<file path="config.mk">
export PLATFORM = sky130hd
export DESIGN_NAME = sptm_ctrl
export DESIGN_NICKNAME = d
export VERILOG_FILES = /design/src/rtl/core/sptm_pkg.sv /design/src/rtl/core/sptm_ctrl.sv
export SDC_FILE = /design/constraint.sdc
export NUM_CORES = 1
export LEC_CHECK = 0
export ABC_AREA = 1
export ABC_CLOCK_PERIOD_IN_PS = 1300
export BUFFER_PORTS_ARGS = -buffer_cell sky130_fd_sc_hd__buf_2
export CAP_MARGIN = 25
export CORE_AREA = 2 2 39 41
export CTS_CLUSTER_SIZE = 20
export DETAILED_ROUTE_END_ITERATION = 12
export DIE_AREA = 0 0 41 43
export PLACE_DENSITY = 0.71
export SYNTH_ARGS = -nofsm -noshare
export SYNTH_HDL_FRONTEND = slang
export SYNTH_SLANG_ARGS = --single-unit
</file>
<file path="constraint.sdc">
create_clock -name clk -period 1.3 [get_ports clk]
set_clock_uncertainty 0.05 [all_clocks]
set_input_delay 0.13 -clock clk [delete_from_list [all_inputs] [get_ports clk]]
set_output_delay 0.13 -clock clk [all_outputs]
set_load 0.05 [all_outputs]
</file>
<file path="src/rtl/core/sptm_pkg.sv">
// ----------------------------------------------------------------------------
// sptm_pkg
// shared types, codes and constants of the sv39 page table mapper
// ----------------------------------------------------------------------------
package sptm_pkg;

  localparam int PPN_W   = 44;
  localparam int PHYS_W  = 56;
  localparam int VIRT_W  = 64;
  localparam int CNT_W   = 20;
  localparam int FLAG_W  = 8;
  localparam int STAT_W  = 3;
  localparam int VPN_W   = 9;
  localparam int PTE_W   = 64;
  localparam int ENTRIES_PER_TABLE = 512;

  localparam logic [VIRT_W-1:0] VA_LOW_END    = 64'h0000_003F_FFFF_FFFF;
  localparam logic [VIRT_W-1:0] VA_HIGH_START = 64'hFFFF_FFC0_0000_0000;
  localparam logic [PHYS_W-1:0] PAGE_BYTES    = 56'h1000;

  typedef enum logic [STAT_W-1:0] {
    ST_OK       = 3'd0,
    ST_NULL     = 3'd1,
    ST_HOLE     = 3'd2,
    ST_OCCUPIED = 3'd3,
    ST_EXHAUST  = 3'd4
  } status_t;

  typedef enum logic [3:0] {
    S_CLEAR,
    S_IDLE,
    S_CHECK,
    S_LOOP,
    S_RD,
    S_WAIT,
    S_EVAL,
    S_ZERO,
    S_PTR,
    S_LEAF,
    S_DONE
  } state_t;

  // controller to datapath
  typedef struct packed {
    logic       load;       // capture request
    logic       clr_tab;    // start clear of newly allocated table
    logic       clr_step;   // write zero, advance clear address
    logic       rd;         // issue read of walk entry
    logic       alloc;      // write pointer pte, advance level
    logic       descend;    // follow existing pointer
    logic       leaf_wr;    // write leaf, advance addresses
    logic       set_stat;
    status_t    stat;
  } cmd_t;

  // datapath to controller
  typedef struct packed {
    logic       clr_last;
    logic       null_err;
    logic       hole_err;
    logic       cnt_done;
    logic       at_leaf;
    logic       ent_zero;
    logic       pool_full;
    logic       ptr_bad;
  } sts_t;

endpackage

</file>
<file path="src/rtl/core/sptm_ctrl.sv">
// ----------------------------------------------------------------------------
// sptm_ctrl
// request sequencer: clear sweep, table walk, leaf write and result beat
// ----------------------------------------------------------------------------
module sptm_ctrl (
  input  logic               clk,
  input  logic               rst_n,
  input  logic               in_tvalid,
  output logic               in_tready,
  output logic               out_tvalid,
  input  logic               out_tready,
  output sptm_pkg::cmd_t     cmd,
  input  sptm_pkg::sts_t     sts
);

  sptm_pkg::state_t state_r, state_nxt;

  always_ff @(posedge clk) begin
    if (!rst_n) begin
      state_r <= sptm_pkg::S_CLEAR;
    end else begin
      state_r <= state_nxt;
    end
  end

  always_comb begin
    state_nxt  = state_r;
    cmd        = '0;
    cmd.stat   = sptm_pkg::ST_OK;
    in_tready  = 1'b0;
    out_tvalid = 1'b0;
    case (state_r)
      sptm_pkg::S_CLEAR: begin
        cmd.clr_step = 1'b1;
        if (sts.clr_last) begin
          state_nxt = sptm_pkg::S_IDLE;
        end
      end
      sptm_pkg::S_IDLE: begin
        in_tready = 1'b1;
        if (in_tvalid) begin
          cmd.load  = 1'b1;
          state_nxt = sptm_pkg::S_CHECK;
        end
      end
      sptm_pkg::S_CHECK: begin
        cmd.set_stat = 1'b1;
        if (sts.null_err) begin
          cmd.stat  = sptm_pkg::ST_NULL;
          state_nxt = sptm_pkg::S_DONE;
        end else if (sts.hole_err) begin
          cmd.stat  = sptm_pkg::ST_HOLE;
          state_nxt = sptm_pkg::S_DONE;
        end else begin
          state_nxt = sptm_pkg::S_LOOP;
        end
      end
      sptm_pkg::S_LOOP: begin
        state_nxt = sts.cnt_done ? sptm_pkg::S_DONE : sptm_pkg::S_RD;
      end
      sptm_pkg::S_RD: begin
        cmd.rd    = 1'b1;
        state_nxt = sptm_pkg::S_WAIT;
      end
      sptm_pkg::S_WAIT: begin
        state_nxt = sptm_pkg::S_EVAL;
      end
      sptm_pkg::S_EVAL: begin
        if (sts.at_leaf) begin
          if (sts.ent_zero) begin
            state_nxt = sptm_pkg::S_LEAF;
          end else begin
            cmd.set_stat = 1'b1;
            cmd.stat     = sptm_pkg::ST_OCCUPIED;
            state_nxt    = sptm_pkg::S_DONE;
          end
        end else if (sts.ent_zero) begin
          if (sts.pool_full) begin
            cmd.set_stat = 1'b1;
            cmd.stat     = sptm_pkg::ST_EXHAUST;
            state_nxt    = sptm_pkg::S_DONE;
          end else begin
            cmd.clr_tab = 1'b1;
            state_nxt   = sptm_pkg::S_ZERO;
          end
        end else if (sts.ptr_bad) begin
          cmd.set_stat = 1'b1;
          cmd.stat     = sptm_pkg::ST_EXHAUST;
          state_nxt    = sptm_pkg::S_DONE;
        end else begin
          cmd.descend = 1'b1;
          state_nxt   = sptm_pkg::S_RD;
        end
      end
      sptm_pkg::S_ZERO: begin
        cmd.clr_step = 1'b1;
        if (sts.clr_last) begin
          state_nxt = sptm_pkg::S_PTR;
        end
      end
      sptm_pkg::S_PTR: begin
        cmd.alloc = 1'b1;
        state_nxt = sptm_pkg::S_RD;
      end
      sptm_pkg::S_LEAF: begin
        cmd.leaf_wr = 1'b1;
        state_nxt   = sptm_pkg::S_LOOP;
      end
      sptm_pkg::S_DONE: begin
        out_tvalid = 1'b1;
        if (out_tready) begin
          state_nxt = sptm_pkg::S_IDLE;
        end
      end
      default: begin
        state_nxt = sptm_pkg::S_IDLE;
      end
    endcase
  end

endmodule

</file>
# ---- Word level (Yosys, flattened, before mapping)
# Index checks and enable logic that the tools add are counted.
dict set report classes {
  eq_ne 14
  n_mux 37
  n_reduce_logical 3
}
# operator count
set ops {}
lappend ops {{$mux W4} 16}
lappend ops {{$pmux W4 S11} 1}
lappend ops {{$eq A4 B3 Y1 const B} 4}
lappend ops {{$mux W1} 16}
lappend ops {{$eq A4 B4 Y1 const B} 3}
lappend ops {{$eq A4 B2 Y1 const B} 2}
lappend ops {{$ne A2 B2 Y1 const B} 4}
lappend ops {{$pmux W4 S2} 1}
lappend ops {{$mux W2} 3}
lappend ops {{$eq A4 B1 Y1 const B} 1}
lappend ops {{$logic_not A4 Y1} 1}
lappend ops {{$reduce_and A4 Y1} 1}
lappend ops {{$reduce_or A2 Y1} 1}
dict set report totals {
  reg_bits 4
  out_inout_bits 13
  elab_cells 55
}

# ---- Longest topological paths before layout
# Gate-level depths: netlist of run 1.
dict set report depth {
  word_depth 4
  mapped_depth 9
}

# ---- Least setup slack after synthesis of run 1
# No wires, ideal clock.
dict set report synth_timing {
  kind {register to output}
  start {reg state_r[1]}
  end {out cmd[1] (netlist name)}
  arrival_time_ps 1877
  slack_ps -757
  path_stages_with_launch 5
  n_path_buf 0
  cell_sequence {dfxtp_1 -> inv_2 -> nor2_4 -> nand2_1 -> o31ai_1}
}
# item line_no
set synth_rtl {}
lappend synth_rtl {{from (decl)} sptm_ctrl.sv:16} ;# sptm_pkg::state_t state_r, state_nxt;
lappend synth_rtl {{from (signal assigned)} sptm_ctrl.sv:20} ;# state_r <= sptm_pkg::S_CLEAR;
lappend synth_rtl {{from (signal assigned)} sptm_ctrl.sv:22} ;# state_r <= state_nxt;
lappend synth_rtl {{to (decl)} sptm_ctrl.sv:12} ;# output sptm_pkg::cmd_t cmd,

==> flow_summary_export.csv, run 1 <==
group,metric,value,unit
clock_tree,cts_inserted_buffers,3,
status,violations,"negative setup slack",
timing,hold_viol,0,
synthesis,synth_area_leaders,"nand2_1, dfxtp_1, nor2_1, inv_1, nand3_1",
cells_and_area,final-seq-area,95.1,µm²
timing,slew_violations,0,
timing,layout_setup_ws,-325,ps
timing,tightest_slew,259,ps
clock_tree,cts_tree,"done",
flow_run,max-cap-violations,0,
clock_tree,htree_levels,1,
synthesis,seq_area_frac_synth,15.1,%
cells_and_area,regMostFlops,"state_r",
drt,antenna_left,0,
setup_path,cp_max_fo,4,
synthesis,synth-edff-count,0,
power,p_per_area,1760,mW/mm²
power,ir_drop,1360,µV
placed_design,gp_congestion,0.921,
synthesis,synth.yosys.warnings,0,
grt,grt_start_max_net_pins,6,
floorplan,start_util,38.3,%
setup_path,critPathArrivalTime,1440,ps
clock_tree,clockBufferDepth,2,
cells_and_area,largest_register_ffs,4,
synthesis,ys.flop_type,"dfxtp_1",
synthesis,synth_common_cells,"nand2_1, nor2_1, inv_1",
timing,fmax,0.616,GHz
cells_and_area,antenna_cells,0,
setup_path,path_buf_inv,2,
drt,drt_pass1_iterations,4,
cells_and_area,reg.largest.list,"state_r: 4 flops",
placed_design,hpwl,1400,µm
drt,num_vias,897,
setup_path,crit_chain,"inv_4 > nand2_4 > nor2_4 > nand2_2 > o21ai_2 > buf_6",
clock_tree,cts.sinks,4,
cells_and_area,layout-drive-gt1-share,64.7,%
setup_path,required,1120,ps
placed_design,pre_cts_ws,-126,ps
timing,hold_ws,58.7,ps
synthesis,async_reset_ff_share,0,%
cells_and_area,area_growth_syn_to_layout,136,%
synthesis,synth-seq-cells,4,
grt,grt_overflow,0,
drt,wl_per_cell,15.6,µm
grt,grt_usage,27.2,%
synthesis,yosysMostFrequentCell,"nand2_1",
floorplan,num_io_pins,25,
setup_path,crit_family,"simple AND/OR/NAND/NOR gates",
cells_and_area,finalNetCount,166,
worst_hold_path,hold-path-cell-count,3,
floorplan,die_h,43,µm
floorplan,rows,14,
synthesis,synth_area_leader_cell,"nand2_1",
grt,grt_pass1_vias,831,
synthesis,synthesis.instances,102,
grt,grt_pass1_wl,3280,µm
setup_path,cpMaxStageDelayCell,"dfxtp_4",
setup_path,cp-start-kind,"register",
floorplan,core_area,0.00138,mm²
setup_path,cpPeakStageDelay,360,ps
status,status,"finished with violations",
drt,drt_iter0_drc,34,
setup_path,rrSetupSlack,-230,ps
drt,viasPerCell,5.31,
setup_path,r2r_cells,11,
placed_design,portBuffers,24,
timing,finalSetupViolCount,17,
drt,route.detailed.drc,0,
synthesis,netlist.area_leader.share,16.3,%
floorplan,die_w,41,µm
timing,grt_setup_unrepaired,"true",
floorplan,dieArea,0.00176,mm²
clock_tree,root_buffer,"clkbuf_4",
clock_tree,hold_buffers,0,
clock_tree,clk_latency,260,ps
setup_path,cp.depth,6,
clock_tree,clkTransAtPathRegs,50,ps
worst_hold_path,min_path_type,"input port to register",
setup_path,crit_path_end_kind,"output port",
drt,finalWirelength,2630,µm
synthesis,syn_nets,114,
timing,period_needed,1620,ps
timing,slew_headroom,82.7,%
power,cellLeakagePower,0.616,nW
synthesis,synth_area,531,µm²
synthesis,synth.distinct_cells,17,
cells_and_area,multiInputGateArea,604,µm²
grt,antenna_found_initial,0,
cells_and_area,n_fill_cell,59,
timing,period_share,125,%
setup_path,worst-setup-path-type,"register to output port",
synthesis,syn_area_per_cell,5.20,µm²
## cells by family after synthesis
family                 count (synthesis)  share of synthesized area, %
and+or+nand+nor                       64                          55.4
buffers and inverters                 21                          14.9
AOI/OAI and AO/OA                     13                          14.6
DFF                                    4                          15.1
## power breakdown
| part | switching (mW) | internal, mW |
|---|---|---|
| Sequential | 0.0769 | 0.181 |
| Clock | 0.0816 | 0.117 |
| Combinational | 1.07 | 0.674 |
| Total | 1.23 | 0.973 |
## worst reg2reg max path, stage by stage, from the launching register on
cell,delay [ps]
dfxtp_4,360
inv_4,70
nand2_4,60
nor2_4,220
buf_4,180
buf_6,90
buf_6,80
buf_6,80
nand3_2,50
nand2_1,60
nand2_1,60
a21oi_2,110
## metal layers
metal / track usage [%] / vias up / wire [µm]
met5: 0 / - / 0
met4: 12.0 / 0 / 62
met3: 4.19 / 8 / 114
met2: 46.6 / 38 / 1390
met1: 30.9 / 429 / 1060
li1: - / 422 / -
## timing repair
action                     CTS  global route
pin swaps                    9             9
setup endpoints to repair   16            17
setup buffers                7             3
resized for setup           49            28
## area by class of cell
type | count | area share, %
clock buffers | 4 | 2.10
repair buffers | 47 | 33.4
inverters | 21 | 7.09
multi-input cells | 77 | 48.2
flip-flops and latches | 4 | 7.58
well taps | 16 | 1.60
## path summary, 6_finish.rpt
kind              start    endpoint
min reg2reg  state_r[1]  state_r[1]
max          state_r[0]      cmd[3]
min               rst_n  state_r[2]
max reg2reg  state_r[0]  state_r[1]
## cell usage in the layout (no fill, tap or decap), types with 5 or more instances in the layout
cell type | netlist | final
buf_2 | 0 | 11
buf_4 | 0 | 16
buf_6 | 0 | 15
buf_8 | 0 | 5
inv_1 | 17 | 15
nand2_1 | 23 | 15
nand2_2 | 5 | 5
nand2_4 | 0 | 7
nand3_1 | 10 | 5
nor2_1 | 19 | 11
nor2_4 | 2 | 11
## stage by stage
stage / area [µm²] / total power [mW] / std cells / util (%) / setup TNS [ps]
floorplan: 632 / 1.08 / 102 / - / -522
global placement: 892 / 1.43 / 158 / 64.5 / -162
detailed placement: 892 / 1.44 / 158 / 64.5 / -327
CTS: 1130 / 1.92 / 168 / 81.6 / -1330
global route: 1250 / 2.32 / 169 / 90.6 / -3450
finish: 1250 / 2.20 / 169 / 90.6 / -2600
(Power assumes the default switching activity.)
==> inputs of run 2 (changes only) <==
--- a/config.mk
+++ b/config.mk
@@ -9,11 +9,13 @@
 export ABC_CLOCK_PERIOD_IN_PS = 1300
 export BUFFER_PORTS_ARGS = -buffer_cell sky130_fd_sc_hd__buf_2
 export CAP_MARGIN = 25
-export CORE_AREA = 2 2 39 41
+export CELL_PAD_IN_SITES_DETAIL_PLACEMENT = 1
+export CELL_PAD_IN_SITES_GLOBAL_PLACEMENT = 1
+export CORE_MARGIN = 2
+export CORE_UTILIZATION = 27
 export CTS_CLUSTER_SIZE = 20
 export DETAILED_ROUTE_END_ITERATION = 12
-export DIE_AREA = 0 0 41 43
-export PLACE_DENSITY = 0.71
+export PLACE_DENSITY = 0.76
 export SYNTH_ARGS = -nofsm -noshare
 export SYNTH_HDL_FRONTEND = slang
 export SYNTH_SLANG_ARGS = --single-unit
==> flow_summary_export.csv, run 2 (same netlist as run 1, synthesis figures left out) <==
group,metric,value,unit
timing,layout_setup_ws,-281,ps
status,status,"finished with violations",
setup_path,cp-start-kind,"register",
clock_tree,clkTransAtPathRegs,60,ps
clock_tree,htree_levels,1,
cells_and_area,layout-drive-gt1-share,64.5,%
power,p_total,2.25,mW
power,p_per_area,1820,mW/mm²
grt,grt_pass1_wl,4840,µm
setup_path,critPathArrivalTime,1400,ps
clock_tree,hold_buffers,0,
cells_and_area,reg.largest.list,"state_r: 4 flops",
setup_path,cpMaxStageDelayCell,"dfxtp_4",
floorplan,rows,16,
drt,finalWirelength,3890,µm
placed_design,pre_cts_ws,-117,ps
timing,slew_violations,0,
timing,grt_setup_unrepaired,"true",
cells_and_area,antenna_cells,0,
drt,antenna_left,0,
floorplan,die_w,48.3,µm
cells_and_area,largest_register_ffs,4,
clock_tree,clockBufferDepth,2,
floorplan,dieArea,0.00234,mm²
drt,drt_iter0_drc,26,
timing,hold_viol,0,
timing,tightest_slew,285,ps
grt,antenna_found_initial,0,
setup_path,required,1120,ps
floorplan,start_util,27.9,%
setup_path,r2r_cells,10,
grt,grt_usage,27.5,%
timing,fmax,0.633,GHz
setup_path,crit_path_end_kind,"output port",
setup_path,crit_chain,"inv_4 > nand2_4 > nor2_4 > buf_6 > nand3_4 > o31ai_4 > buf_6",
placed_design,portBuffers,24,
timing,period_share,122,%
placed_design,dp.cells,172,
floorplan,core_area,0.00190,mm²
setup_path,cpPeakStageDelay,370,ps
clock_tree,cts_tree,"done",
drt,viasPerCell,5.40,
cells_and_area,final-seq-area,95.1,µm²
setup_path,cp.depth,7,
cells_and_area,layout_common_cells,"buf_4, nand2_1, inv_1, buf_6, buf_2",
worst_hold_path,min_path_type,"input port to register",
power,cellLeakagePower,0.623,nW
floorplan,die_h,48.3,µm
setup_path,crit_family,"buffers and inverters",
timing,period_needed,1580,ps
cells_and_area,n_fill_cell,237,
cells_and_area,multiInputGateArea,574,µm²
clock_tree,cts_inserted_buffers,3,
timing,hold_ws,114,ps
setup_path,cp_max_fo,4,
grt,grt_overflow,0,
setup_path,worst-setup-path-type,"register to output port",
flow_run,max-cap-violations,0,
drt,wl_per_cell,21.4,µm
grt,grt_start_max_net_pins,7,
floorplan,num_io_pins,25,
drt,drt_pass1_iterations,4,
cells_and_area,finalNetCount,168,
cells_and_area,regMostFlops,"state_r",
placed_design,hpwl,1950,µm
clock_tree,cts.sinks,4,
setup_path,path_buf_inv,3,
cells_and_area,area_growth_syn_to_layout,133,%
timing,finalSetupViolCount,17,
worst_hold_path,hold-path-cell-count,3,
clock_tree,clk_latency,260,ps
drt,num_vias,983,
drt,route.detailed.drc,0,
placed_design,gp_congestion,0.787,
grt,grt_pass1_vias,999,
setup_path,cp_common_cell,"buf_6",
clock_tree,root_buffer,"clkbuf_4",
power,ir_drop,1210,µV
cells_and_area,final_common_cell,"buf_4",
timing,slew_headroom,81.0,%
cells_and_area,finalNonFillerCells,182,
status,violations,"negative setup slack",
-- run 2: changes by cell type in the layout (fill, tap and decap cells not counted), moves of 2 or more --
cell	change
buf_4	+5
buf_8	-3
nor2_2	+2
nand3_1	+2
-- run 2: power breakdown --
| part | total (mW) | switching (mW) | internal (mW) |
|---|---|---|---|
| Sequential | 0.277 | 0.0953 | 0.182 |
| Clock | 0.196 | 0.0793 | 0.117 |
| Combinational | 1.78 | 1.13 | 0.646 |
| Total | 2.25 | 1.31 | 0.945 |
-- run 2: per-stage QoR --
stage | setup TNS [ps] | cell area, µm² | util [%]
floorplan | -522 | 632 | -
global placement | -334 | 928 | 48.8
detailed placement | -455 | 928 | 48.8
CTS | -1660 | 1120 | 59.1
global route | -3760 | 1240 | 65.0
finish | -3220 | 1240 | 65.0
-- run 2: what timing repair did --
action | in CTS | in global routing
buffers inserted | 3 | 5
cloned | 0 | 0
endpoints found under the hold margin | 0 | 0
gates resized for setup | 46 | 18
pin swaps | 9 | 10
endpoints found under the setup margin | 17 | 17
-- run 2: worst paths after layout --
| kind | to | slack [ps] | startpoint |
|---|---|---|---|
| worst min-delay path | state_r[2] | 110 | rst_n |
| worst min register to register | state_r[1] | 670 | state_r[1] |
| worst max register to register | state_r[1] | -220 | state_r[0] |
| worst max-delay path | cmd[1] | -280 | state_r[0] |
-- run 2: cell type report --
class | count | share of cell area [%]
Tap cell | 27 | 2.73
Clock buffer | 4 | 2.13
Sequential cell | 4 | 7.69
Timing Repair Buffer | 49 | 34.0
Multi-Input combinational cell | 77 | 46.5
Inverter | 21 | 6.98
-- run 2: routing by layer --
layer | track usage (%) | share of wire [%] | vias to the layer above
met5 | 0 | 0 | -
met4 | 10.0 | 5.9 | 0
met3 | 6.17 | 4.8 | 22
met2 | 51.2 | 52 | 47
met1 | 30.4 | 37 | 490
li1 | - | - | 424
-- run 2: tightest hold or removal path, cell delays in order --
cell	delay, ps
buf_2	120
nand2_1	70
inv_1	50
